## src/pps_pkg.sv

```systemverilog
// Shared types and constants of the preemptive priority scheduler.
package pps_pkg;

  localparam int CMD_W       = 2;
  localparam int SLOT_W      = 4;
  localparam int PORT_TIME_W = 16;
  localparam int PRIO_W      = 8;
  localparam int PCNT_W      = 5;

  typedef enum logic [CMD_W-1:0] {
    CMD_LOAD    = 2'd0,
    CMD_TICK    = 2'd1,
    CMD_RESTART = 2'd2,
    CMD_NOP     = 2'd3
  } cmd_t;

  // Commands from the controller to the datapath
  typedef struct packed {
    logic take;
    logic apply;
    logic scan;
    logic fetch;
    logic calc;
    logic wait_step;
    logic turn;
  } dp_ctl_t;

  // Status from the datapath to the controller
  typedef struct packed {
    logic is_tick;
    logic scan_last;
    logic found;
  } dp_stat_t;

endpackage

```

## src/preemptive_priority_scheduler_core.sv

```systemverilog
// Top level of the preemptive priority scheduler: controller plus datapath.
//
//   Channel  Ports                                    Handshake
//   input    in_command in_slot in_arrival in_burst   start & !busy
//            in_prio
//   result   out_ran out_running_slot out_finished    out_strobe, one cycle
//            out_wait_ticks out_turnaround_ticks
//            out_all_done out_clock_now
//   config   cfg_wr_data (process_count)              cfg_wr_en
//
// Every transaction walks the whole table, one slot a cycle through the RAM
// read port, so its length is set by MAX_PROCS.
// A tick that finds a ready process goes on through the fetch, calc, wait and
// turn states before its report; an idle tick reports after the fetch, and
// loads, restarts and no-ops report straight after the scan. Each result is
// shown in the cycle before busy drops.
// Reset is synchronous and active low; no clearing pass is needed.
// The receiver cannot stall: each result is shown for exactly one cycle.
module preemptive_priority_scheduler_core import pps_pkg::*; #(
  parameter int MAX_PROCS = 16,
  parameter int TIME_BITS = 16
) (
  input  logic                   clk,
  input  logic                   rst_n,
  input  logic                   start,
  output logic                   busy,
  input  logic [CMD_W-1:0]       in_command,
  input  logic [SLOT_W-1:0]      in_slot,
  input  logic [PORT_TIME_W-1:0] in_arrival,
  input  logic [PORT_TIME_W-1:0] in_burst,
  input  logic [PRIO_W-1:0]      in_prio,
  output logic                   out_strobe,
  output logic                   out_ran,
  output logic [SLOT_W-1:0]      out_running_slot,
  output logic                   out_finished,
  output logic [PORT_TIME_W-1:0] out_wait_ticks,
  output logic [PORT_TIME_W-1:0] out_turnaround_ticks,
  output logic                   out_all_done,
  output logic [PORT_TIME_W-1:0] out_clock_now,
  input  logic                   cfg_wr_en,
  input  logic [PCNT_W-1:0]      cfg_wr_data
);

  dp_ctl_t  ctl;
  dp_stat_t stat;

  pps_ctrl u_ctrl (
    .clk        (clk),
    .rst_n      (rst_n),
    .start      (start),
    .stat       (stat),
    .busy       (busy),
    .out_strobe (out_strobe),
    .ctl        (ctl)
  );

  pps_datapath #(
    .MAX_PROCS (MAX_PROCS),
    .TIME_BITS (TIME_BITS)
  ) u_datapath (
    .clk                  (clk),
    .rst_n                (rst_n),
    .ctl                  (ctl),
    .stat                 (stat),
    .in_command           (in_command),
    .in_slot              (in_slot),
    .in_arrival           (in_arrival),
    .in_burst             (in_burst),
    .in_prio              (in_prio),
    .cfg_wr_en            (cfg_wr_en),
    .cfg_wr_data          (cfg_wr_data),
    .out_ran              (out_ran),
    .out_running_slot     (out_running_slot),
    .out_finished         (out_finished),
    .out_wait_ticks       (out_wait_ticks),
    .out_turnaround_ticks (out_turnaround_ticks),
    .out_all_done         (out_all_done),
    .out_clock_now        (out_clock_now)
  );

  // A result only appears inside a transaction
  a_strobe_in_busy: assert property (@(posedge clk) disable iff (!rst_n)
    out_strobe |-> busy)
    else $error("result strobe outside a transaction");

  // One result per transaction: the strobe is high only while the controller is in its report state
  a_single_strobe: assert property (@(posedge clk) disable iff (!rst_n)
    out_strobe |=> !out_strobe)
    else $error("result strobe held for more than one cycle");

  // A completion is always reported together with a run
  a_finish_ran: assert property (@(posedge clk) disable iff (!rst_n)
    (out_strobe && out_finished) |-> out_ran)
    else $error("finished reported without a running process");

  // No result in the cycle straight after a transaction is taken
  a_no_early_result: assert property (@(posedge clk) disable iff (!rst_n)
    (start && !busy) |=> (busy && !out_strobe))
    else $error("result strobed too early after acceptance");

endmodule

```

## src/pps_ram.sv

```systemverilog
// Generic single-write, single-read RAM with registered read data.
module pps_ram #(
  parameter int WIDTH = 16,
  parameter int DEPTH = 16
) (
  input  logic                     clk,
  input  logic                     we,
  input  logic [$clog2(DEPTH)-1:0] waddr,
  input  logic [WIDTH-1:0]         wdata,
  input  logic [$clog2(DEPTH)-1:0] raddr,
  output logic [WIDTH-1:0]         rdata
);

  logic [WIDTH-1:0] mem [DEPTH];

  // Write port and registered read port
  always_ff @(posedge clk) begin
    if (we) begin
      mem[waddr] <= wdata;
    end
    rdata <= mem[raddr];
  end

endmodule

```

## src/pps_ctrl.sv

```systemverilog
// Controller state machine sequencing one transaction through the datapath.
module pps_ctrl import pps_pkg::*; (
  input  logic     clk,
  input  logic     rst_n,
  input  logic     start,
  input  dp_stat_t stat,
  output logic     busy,
  output logic     out_strobe,
  output dp_ctl_t  ctl
);

  typedef enum logic [2:0] {
    S_IDLE,
    S_APPLY,
    S_SCAN,
    S_FETCH,
    S_CALC,
    S_WAIT,
    S_TURN,
    S_REPORT
  } state_t;

  state_t state_r, state_nxt;
  logic   busy_r;
  logic   strobe_r;

  // Next-state logic
  always_comb begin
    state_nxt = state_r;
    unique case (state_r)
      S_IDLE: begin
        if (start) state_nxt = S_APPLY;
      end
      S_APPLY: state_nxt = S_SCAN;
      S_SCAN: begin
        if (stat.scan_last) state_nxt = stat.is_tick ? S_FETCH : S_REPORT;
      end
      S_FETCH: state_nxt = stat.found ? S_CALC : S_REPORT;
      S_CALC:   state_nxt = S_WAIT;
      S_WAIT:   state_nxt = S_TURN;
      S_TURN:   state_nxt = S_REPORT;
      S_REPORT: state_nxt = S_IDLE;
      default:  state_nxt = S_IDLE;
    endcase
  end

  // Decode datapath commands from the state
  always_comb begin
    ctl           = '0;
    ctl.take      = (state_r == S_IDLE) && start;
    ctl.apply     = (state_r == S_APPLY);
    ctl.scan      = (state_r == S_SCAN);
    ctl.fetch     = (state_r == S_FETCH);
    ctl.calc      = (state_r == S_CALC);
    ctl.wait_step = (state_r == S_WAIT);
    ctl.turn      = (state_r == S_TURN);
  end

  // Hold state and registered handshake outputs
  always_ff @(posedge clk) begin
    if (!rst_n) begin
      state_r  <= S_IDLE;
      busy_r   <= 1'b0;
      strobe_r <= 1'b0;
    end else begin
      state_r  <= state_nxt;
      busy_r   <= (state_nxt != S_IDLE);
      strobe_r <= (state_nxt == S_REPORT);
    end
  end

  assign busy       = busy_r;
  assign out_strobe = strobe_r;

endmodule

```

## src/pps_datapath.sv

```systemverilog
// Datapath: process table, scan comparators, clock and finish-time arithmetic.
module pps_datapath import pps_pkg::*; #(
  parameter int MAX_PROCS = 16,
  parameter int TIME_BITS = 16
) (
  input  logic                   clk,
  input  logic                   rst_n,
  input  dp_ctl_t                ctl,
  output dp_stat_t               stat,
  input  logic [CMD_W-1:0]       in_command,
  input  logic [SLOT_W-1:0]      in_slot,
  input  logic [PORT_TIME_W-1:0] in_arrival,
  input  logic [PORT_TIME_W-1:0] in_burst,
  input  logic [PRIO_W-1:0]      in_prio,
  input  logic                   cfg_wr_en,
  input  logic [PCNT_W-1:0]      cfg_wr_data,
  output logic                   out_ran,
  output logic [SLOT_W-1:0]      out_running_slot,
  output logic                   out_finished,
  output logic [PORT_TIME_W-1:0] out_wait_ticks,
  output logic [PORT_TIME_W-1:0] out_turnaround_ticks,
  output logic                   out_all_done,
  output logic [PORT_TIME_W-1:0] out_clock_now
);

  localparam int AW = $clog2(MAX_PROCS);
  localparam int CW = $clog2(MAX_PROCS + 1);
  localparam int TB = TIME_BITS;
  localparam logic [CW-1:0] N_SLOTS = CW'(MAX_PROCS);
  localparam logic [TB-1:0] TMAX    = '1;

  // Captured transaction
  cmd_t              cmd_r;
  logic [SLOT_W-1:0] slot_r;
  logic              slot_ok_r;
  logic [TB-1:0]     arr_r;
  logic [TB-1:0]     burst_r;
  logic [PRIO_W-1:0] prio_r;
  logic [TB-1:0]     now_r;

  // Scheduler state
  logic [PCNT_W-1:0]    pc_r;
  logic [TB-1:0]        clock_r;
  logic                 have_cur_r;
  logic [AW-1:0]        cur_r;
  logic [MAX_PROCS-1:0] work_r;   // slot has remaining work
  logic [MAX_PROCS-1:0] fresh_r;  // remaining work equals burst
  logic [MAX_PROCS-1:0] nzb_r;    // burst is non-zero

  // Scan pipeline and accumulators
  logic [CW-1:0]     scan_idx_r;
  logic              pv_r;
  logic [AW-1:0]     pidx_r;
  logic              min_found_r;
  logic [AW-1:0]     min_i_r;
  logic [PRIO_W-1:0] min_p_r;
  logic              cur_elig_r;
  logic [PRIO_W-1:0] cur_p_r;
  logic [1:0]        cnt_r;

  // Update and result registers
  logic [AW-1:0] best_r;
  logic          ran_r;
  logic          fin_r;
  logic [TB:0]   sub_r;
  logic [TB-1:0] bst_r;
  logic [TB-1:0] wait_r;
  logic [TB-1:0] turn_r;

  // RAM ports
  logic [AW-1:0]     saddr;
  logic              load_wr;
  logic [AW-1:0]     arr_raddr;
  logic [AW-1:0]     rb_raddr;
  logic [TB-1:0]     arr_rd;
  logic [TB-1:0]     burst_rd;
  logic [PRIO_W-1:0] prio_rd;
  logic [TB-1:0]     rem_rd;

  // Combinational helpers
  logic          take_cur;
  logic          found;
  logic [AW-1:0] best_sel;
  logic          in_use;
  logic          has_work;
  logic          elig;
  logic [TB-1:0] rem_cur;
  logic [TB-1:0] rem_new;
  logic          fin_c;
  logic [TB:0]   fin_time;
  logic [TB+1:0] diff;
  logic [TB-1:0] wait_val;
  logic [TB:0]   turn_sum;
  logic [TB-1:0] turn_val;

  // Process table memories
  pps_ram #(.WIDTH(TB), .DEPTH(MAX_PROCS)) u_arr_ram (
    .clk(clk), .we(load_wr), .waddr(saddr), .wdata(arr_r),
    .raddr(arr_raddr), .rdata(arr_rd)
  );

  pps_ram #(.WIDTH(TB), .DEPTH(MAX_PROCS)) u_burst_ram (
    .clk(clk), .we(load_wr), .waddr(saddr), .wdata(burst_r),
    .raddr(rb_raddr), .rdata(burst_rd)
  );

  pps_ram #(.WIDTH(PRIO_W), .DEPTH(MAX_PROCS)) u_prio_ram (
    .clk(clk), .we(load_wr), .waddr(saddr), .wdata(prio_r),
    .raddr(scan_idx_r[AW-1:0]), .rdata(prio_rd)
  );

  pps_ram #(.WIDTH(TB), .DEPTH(MAX_PROCS)) u_rem_ram (
    .clk(clk), .we(ctl.calc), .waddr(best_r), .wdata(rem_new),
    .raddr(rb_raddr), .rdata(rem_rd)
  );

  // Load write and choice of the winner
  always_comb begin
    saddr     = AW'(slot_r);
    load_wr   = ctl.apply && (cmd_r == CMD_LOAD) && slot_ok_r;
    take_cur  = cur_elig_r && !(min_p_r < cur_p_r);
    found     = cur_elig_r || min_found_r;
    best_sel  = take_cur ? cur_r : min_i_r;
    arr_raddr = ctl.fetch ? best_sel : scan_idx_r[AW-1:0];
    rb_raddr  = ctl.fetch ? best_sel : best_r;
  end

  // Eligibility of the slot whose table data is on the read ports
  always_comb begin
    in_use   = 32'(pidx_r) < 32'(pc_r);
    has_work = pv_r && in_use && work_r[pidx_r];
    elig     = has_work && (arr_rd <= clock_r);
  end

  // Work unit and finish-time arithmetic
  always_comb begin
    rem_cur  = fresh_r[best_r] ? burst_rd : rem_rd;
    rem_new  = rem_cur - TB'(1);
    fin_c    = (rem_cur == TB'(1));
    fin_time = {1'b0, now_r} + (TB+1)'(1);
    diff     = {1'b0, fin_time} - {1'b0, sub_r};
    if (diff[TB+1]) begin
      wait_val = '0;
    end else if (diff[TB]) begin
      wait_val = TMAX;
    end else begin
      wait_val = diff[TB-1:0];
    end
    turn_sum = {1'b0, wait_r} + {1'b0, bst_r};
    turn_val = turn_sum[TB] ? TMAX : turn_sum[TB-1:0];
  end

  // Scheduler state with reset
  always_ff @(posedge clk) begin
    if (!rst_n) begin
      pc_r       <= PCNT_W'(1);
      clock_r    <= '0;
      have_cur_r <= 1'b0;
      cur_r      <= '0;
      work_r     <= '0;
      fresh_r    <= '0;
      nzb_r      <= '0;
      pv_r       <= 1'b0;
    end else begin
      if (cfg_wr_en) begin
        pc_r <= cfg_wr_data;
      end
      // Apply a load or a restart before the scan
      if (ctl.apply) begin
        pv_r <= 1'b0;
        unique case (cmd_r)
          CMD_LOAD: begin
            if (slot_ok_r) begin
              fresh_r[saddr] <= 1'b1;
              work_r[saddr]  <= (burst_r != '0);
              nzb_r[saddr]   <= (burst_r != '0);
            end
          end
          CMD_RESTART: begin
            clock_r    <= '0;
            have_cur_r <= 1'b0;
            cur_r      <= '0;
            fresh_r    <= '1;
            work_r     <= nzb_r;
          end
          default: ;
        endcase
      end
      if (ctl.scan) begin
        pv_r <= (scan_idx_r < N_SLOTS);
      end
      // Advance the clock; drop the current process when nothing runs
      if (ctl.fetch) begin
        if (clock_r != TMAX) clock_r <= clock_r + TB'(1);
        if (!found) begin
          have_cur_r <= 1'b0;
          cur_r      <= '0;
        end
      end
      // Retire one work unit of the winner
      if (ctl.calc) begin
        fresh_r[best_r] <= 1'b0;
        if (fin_c) begin
          work_r[best_r] <= 1'b0;
          have_cur_r     <= 1'b0;
          cur_r          <= '0;
        end else begin
          have_cur_r <= 1'b1;
          cur_r      <= best_r;
        end
      end
    end
  end

  // Transaction capture, scan accumulators and results
  always_ff @(posedge clk) begin
    if (ctl.take) begin
      cmd_r     <= cmd_t'(in_command);
      slot_r    <= in_slot;
      slot_ok_r <= 32'(in_slot) < MAX_PROCS;
      arr_r     <= TB'(in_arrival);
      burst_r   <= TB'(in_burst);
      prio_r    <= in_prio;
      now_r     <= clock_r;
    end
    if (ctl.apply) begin
      scan_idx_r  <= '0;
      min_found_r <= 1'b0;
      cur_elig_r  <= 1'b0;
      cnt_r       <= '0;
      best_r      <= '0;
      ran_r       <= 1'b0;
      fin_r       <= 1'b0;
      wait_r      <= '0;
      turn_r      <= '0;
    end
    // Walk the table one slot a cycle
    if (ctl.scan) begin
      if (scan_idx_r < N_SLOTS) scan_idx_r <= scan_idx_r + CW'(1);
      pidx_r <= scan_idx_r[AW-1:0];
      if (elig && (!min_found_r || (prio_rd < min_p_r))) begin
        min_found_r <= 1'b1;
        min_i_r     <= pidx_r;
        min_p_r     <= prio_rd;
      end
      if (elig && have_cur_r && (pidx_r == cur_r)) begin
        cur_elig_r <= 1'b1;
        cur_p_r    <= prio_rd;
      end
      if (has_work && (cnt_r != 2'd2)) cnt_r <= cnt_r + 2'd1;
    end
    if (ctl.fetch && found) begin
      best_r <= best_sel;
      ran_r  <= 1'b1;
    end
    if (ctl.calc) begin
      fin_r <= fin_c;
      sub_r <= {1'b0, arr_rd} + {1'b0, burst_rd};
      bst_r <= burst_rd;
    end
    if (ctl.wait_step && fin_r) wait_r <= wait_val;
    if (ctl.turn && fin_r) turn_r <= turn_val;
  end

  // Status to the controller
  always_comb begin
    stat.is_tick   = (cmd_r == CMD_TICK);
    stat.scan_last = (scan_idx_r == N_SLOTS);
    stat.found     = found;
  end

  // Result fields
  assign out_ran              = ran_r;
  assign out_running_slot     = SLOT_W'(best_r);
  assign out_finished         = fin_r;
  assign out_wait_ticks       = PORT_TIME_W'(wait_r);
  assign out_turnaround_ticks = PORT_TIME_W'(turn_r);
  assign out_all_done         = (cnt_r == 2'd0) || ((cnt_r == 2'd1) && fin_r);
  assign out_clock_now        = PORT_TIME_W'(now_r);

endmodule

```

## config.mk

```make
export PLATFORM = sky130hd
export DESIGN_NAME = preemptive_priority_scheduler_core
export DESIGN_NICKNAME = d
export VERILOG_FILES = /design/src/pps_pkg.sv /design/src/preemptive_priority_scheduler_core.sv /design/src/pps_ram.sv /design/src/pps_ctrl.sv /design/src/pps_datapath.sv
export SDC_FILE = /design/constraint.sdc
export NUM_CORES = 2
export LEC_CHECK = 0
export ABC_AREA = 1
export BUFFER_PORTS_ARGS = -buffer_cell sky130_fd_sc_hd__buf_2
export CORE_ASPECT_RATIO = 0.8
export CORE_MARGIN = 2
export CORE_UTILIZATION = 37
export DETAILED_ROUTE_END_ITERATION = 6
export GPL_ROUTABILITY_DRIVEN = 0
export GPL_TIMING_DRIVEN = 0
export PLACE_DENSITY = 0.58
export SYNTH_ARGS = -nofsm -noshare
export SYNTH_HDL_FRONTEND = slang
export SYNTH_SLANG_ARGS = --single-unit
```

## constraint.sdc

```tcl
create_clock -name clk -period 5 [get_ports clk]
set_clock_uncertainty 0.2 [all_clocks]
set_input_delay 0.5 -clock clk [delete_from_list [all_inputs] [get_ports clk]]
set_output_delay 0.5 -clock clk [all_outputs]
set_load 0.01 [all_outputs]
```

==> impl_metrics.toml <==
[setup_path]
worst-endpoint-required_ns = 5.16
critPathKind = "reg2reg"
crit_family = "buffers and inverters"
worst-r2r-setup-slack_ns = 0.37
crit_path_top_delay_cell = "sky130_fd_sc_hd__xor2_1"
timing.critical_path.arrival_ns = 4.79
critPathMaxStageDelay_ns = 0.99
crit_path_end_kind = "register"
critical_path_peak_fanout = 18
path_buf_inv = 7
r2r-start = "u_datapath.out_running_slot[3]"
r2r_end = "u_datapath.u_rem_ram.mem[10][4]"
path_cells = "buf_4 > inv_1 > nand2_1 > inv_1 > nand2_1 > nand2_2 > inv_2 > nand2_4 > buf_6 > nand2_1 > nand2_1 > inv_1 > ha_1 > inv_1 > nor2_1 > xor2_1"
setup.worst_path.start_class = "register"
worstRegToRegCells = 16

[min_path]
hold_critical_path_depth = 3
hold_crit_class = "in2reg"
hp-start = "cfg_wr_en"
worstHoldEndpoint = "u_datapath.pc_r[2]"

[clock_tree]
clockBufferDepth = 3
cts_max_level = 3
worst_setup_hold_path_clk_slew_ns = 0.07
clock_tree_from_tritoncts = "built"
cts_inserted_buffers = 117
clock_sink_count = 1198
cts.repair_timing.setup_buffer_count = 0
insertion_delay_to_the_later_sink_of_the_worst_skew_pair_ns = 0.76
root_buffer_master = "sky130_fd_sc_hd__clkbuf_16"

[timing]
report.final.slew_viol_count = 0
finalSetupViolations = 0
final_hold_viol_count = 0
layout_worst_path_cycle_share = 0.926
rsz0062_at_grt = "no"
worst_slew_slack_as_a_fraction_of_its_limit = 0.0419
tightestPinTransition_ns = 1.43
setup_total_negative_slack_ns = 0
max_freq_ghz = 0.216
final_min_period_ns = 4.63

[yosys]
asyncSetResetFlopFracSynth = 0
synth_edf_count = 1052
ys_ff_latch = 1198
synth.net_count = 5164
yosysSeqAreaShare = 0.653
netlist.top_cell.by_area = "sky130_fd_sc_hd__edfxtp_1"
ys_top_cells_by_area = "sky130_fd_sc_hd__edfxtp_1 60%, sky130_fd_sc_hd__nand3_1 8.7%, sky130_fd_sc_hd__nand2_1 6.6%"
synth_top_area_share = 0.598
syn-cell-area_sq_um = 52800
ys_dominant_reg_cell = "sky130_fd_sc_hd__edfxtp_1"
yosysUniqueCellTypes = 57
ys.warnings.count = 0
netlist_instances = 5001
synthesis.area_per_instance_sq_um = 10.6

[drt]
antenna_violating_nets_left = 0
first_pass_iters = 6
detailedRoute.firstIterationViolations = 4680
route.vias.total = 38672
totalWireLength_um = 167000
drcViolationCount = 0
routedWlPerCell_um = 22.8
post_drt_via_cell_ratio = 5.28

[die]
die_x_um = 426
die-area_sq_um = 146000
initial_core_util = 0.374
num_io_pins = 112
floorplan.rows = 123
floorplan.core_area_sq_um = 141000
dieHeight_um = 342

[place]
hpwlAfterDp_um = 115000
post-place-cells = 7040
portBuffers = 110

[global_routing]
grt_start_max_net_pins = 34
grt_pass1_wl_um = 241000
grt_util_all_layers = 0.225
first_global_vias = 35991
grt-ovfl-total = 0
antenna_found_initial = 8

[cells_and_area]
fill_cells = 13114
most_common_library_cell_in_the_layout_ignoring_fill_and_taps = "sky130_fd_sc_hd__edfxtp_1"
syn2layout_area_growth_pct = 16.2
post_route_cells_drive_above_1_share = 0.102
multiInputGateArea_sq_um = 14900
layout.cells.most_common_list = "1052 x sky130_fd_sc_hd__edfxtp_1, 934 x sky130_fd_sc_hd__nand2_1, 916 x sky130_fd_sc_hd__nand3_1"
final_net_count = 5505
finalNonFillerCells = 7319
sequential_cell_area_sq_um = 34500

[pwr]
swShare = 0.309
cellInternalPower_uw = 17900
power_frac_seq = 0.461
p_sw_uw = 8020
ratio_of_total_power_to_cell_area_nw_per_um2 = 423
power.clock.fraction = 0.348
p_leak_uw = 0.0244
peakVddDrop_v = 0.000260
combPwrFrac = 0.191

[status]
outcome = "finished, final reports clean"

[flow_run]
cap_violations = 0
[how the worst max path moves through the flow]
stage	to	cells past startpoint	startpoint	slack (ns)
2_1_floorplan	u_datapath.u_rem_ram.mem[8][0]	6	u_ctrl.state_r[0]	0.91
3_3_place_gp	u_datapath.nzb_r[1]	9	u_ctrl.state_r[0]	-2.42
3_5_place_dp	u_datapath.u_rem_ram.mem[5][12]	17	u_datapath.out_running_slot[3]	0.15
4_1_cts	u_datapath.u_rem_ram.mem[10][12]	17	u_datapath.out_running_slot[3]	0.11
5_1_grt	u_datapath.u_rem_ram.mem[5][4]	16	u_datapath.out_running_slot[3]	0.04
6_report	u_datapath.u_rem_ram.mem[10][4]	16	u_datapath.out_running_slot[3]	0.37
[tightest hold or removal path, cell delays in order]
cell and delay [ns]:
sky130_fd_sc_hd__buf_2 0.10, sky130_fd_sc_hd__inv_1 0.15, sky130_fd_sc_hd__a21oi_1 0.19
[per-stage QoR]
step / setup slack (ns) / utilization / area, sq um / power (uW) / hold slack [ns]
floorplan: 0.906 / - / 52800 / 14900 / 0.206
CTS: 0.114 / 0.435 / 61400 / 26000 / 0.00261
global route: 0.0414 / 0.435 / 61400 / 26900 / 0.0294
global placement: -2.42 / 0.395 / 55700 / 16900 / 0.216
finish: 0.369 / 0.435 / 61400 / 26000 / 0.0312
detailed placement: 0.155 / 0.403 / 56900 / 17000 / 0.213
[synth_stat cells (35+ instances only)]
cell / count
sky130_fd_sc_hd__o22ai_1: 36
sky130_fd_sc_hd__nand2_1: 934
sky130_fd_sc_hd__nor2_1: 194
sky130_fd_sc_hd__nand3b_1: 93
sky130_fd_sc_hd__a21oi_1: 128
sky130_fd_sc_hd__ha_1: 105
sky130_fd_sc_hd__edfxtp_1: 1052
sky130_fd_sc_hd__nand3_1: 916
sky130_fd_sc_hd__o21ai_0: 184
sky130_fd_sc_hd__clkbuf_1: 135
sky130_fd_sc_hd__dfxtp_1: 146
sky130_fd_sc_hd__buf_2: 73
sky130_fd_sc_hd__buf_1: 35
sky130_fd_sc_hd__inv_1: 681
[power by group through the flow]
| stage | combinational (uW) | clock [uW] | sequential (uW) |
|---|---|---|---|
| floorplan | 3040 | 0 | 11900 |
| global placement | 4730 | 0 | 12200 |
| detailed placement | 4820 | 0 | 12200 |
| CTS | 4870 | 9130 | 11900 |
| global route | 5390 | 9500 | 12000 |
| finish | 4960 | 9040 | 12000 |
[area by class of cell]
type                            instances  share of cell area
Timing Repair Buffer                  222              0.0338
Clock buffer                          159              0.0536
Clock inverter                         58             0.00954
Buffer                                250              0.0178
Sequential cell                      1198               0.562
Multi-Input combinational cell       2851               0.242
Antenna cell                            4            0.000163
Tap cell                             1875              0.0382
Inverter                              702              0.0430
[metal layers]
layer	track usage	routed length (um)	vias to the layer above
met5	0	13	-
met1	0.322	72600	18764
li1	-	-	17770
met2	0.341	73300	1848
met3	0.0436	15500	288
met4	0.0769	5530	2
[repair_timing]
item	CTS	global route
resized for setup	0	1
hold endpoints to repair	53	0
hold buffers	58	0
setup endpoints to repair	0	16
[registers in the layout (all words and copies together) (netlist names), 5 cells and up]
name                             flops
u_datapath.out_clock_now            16
u_datapath.prio_r                    8
u_datapath.work_r                   16
u_datapath.cur_p_r                   8
u_datapath.arr_r                    16
u_datapath.u_arr_ram.mem           256
u_datapath.fresh_r                  16
u_datapath.u_rem_ram.mem           256
u_datapath.sub_r                    17
u_datapath.u_prio_ram.rdata          8
u_datapath.clock_r                  16
u_datapath.u_arr_ram.rdata          16
u_datapath.out_wait_ticks           16
u_datapath.u_prio_ram.mem          128
u_datapath.u_burst_ram.mem         256
u_datapath.u_burst_ram.rdata        16
u_datapath.out_turnaround_ticks     16
u_datapath.pc_r                      5
u_datapath.bst_r                    16
u_datapath.scan_idx_r                5
u_datapath.burst_r                  16
u_datapath.min_p_r                   8
u_datapath.nzb_r                    16
u_datapath.u_rem_ram.rdata          16
[kinds of logic after synthesis]
logic type               Yosys count  synth area share
AO/OA/AOI/OAI                    424            0.0453
buffers and inverters            952            0.0707
XOR/XNOR                          48           0.00796
adder cells (fa/ha/maj)          108            0.0260
multiplexers                       1          0.000189
AND/OR/NAND/NOR                 2270             0.197
flip-flops                      1198             0.653
No activity file was read; power rests on OpenSTA's default activity.
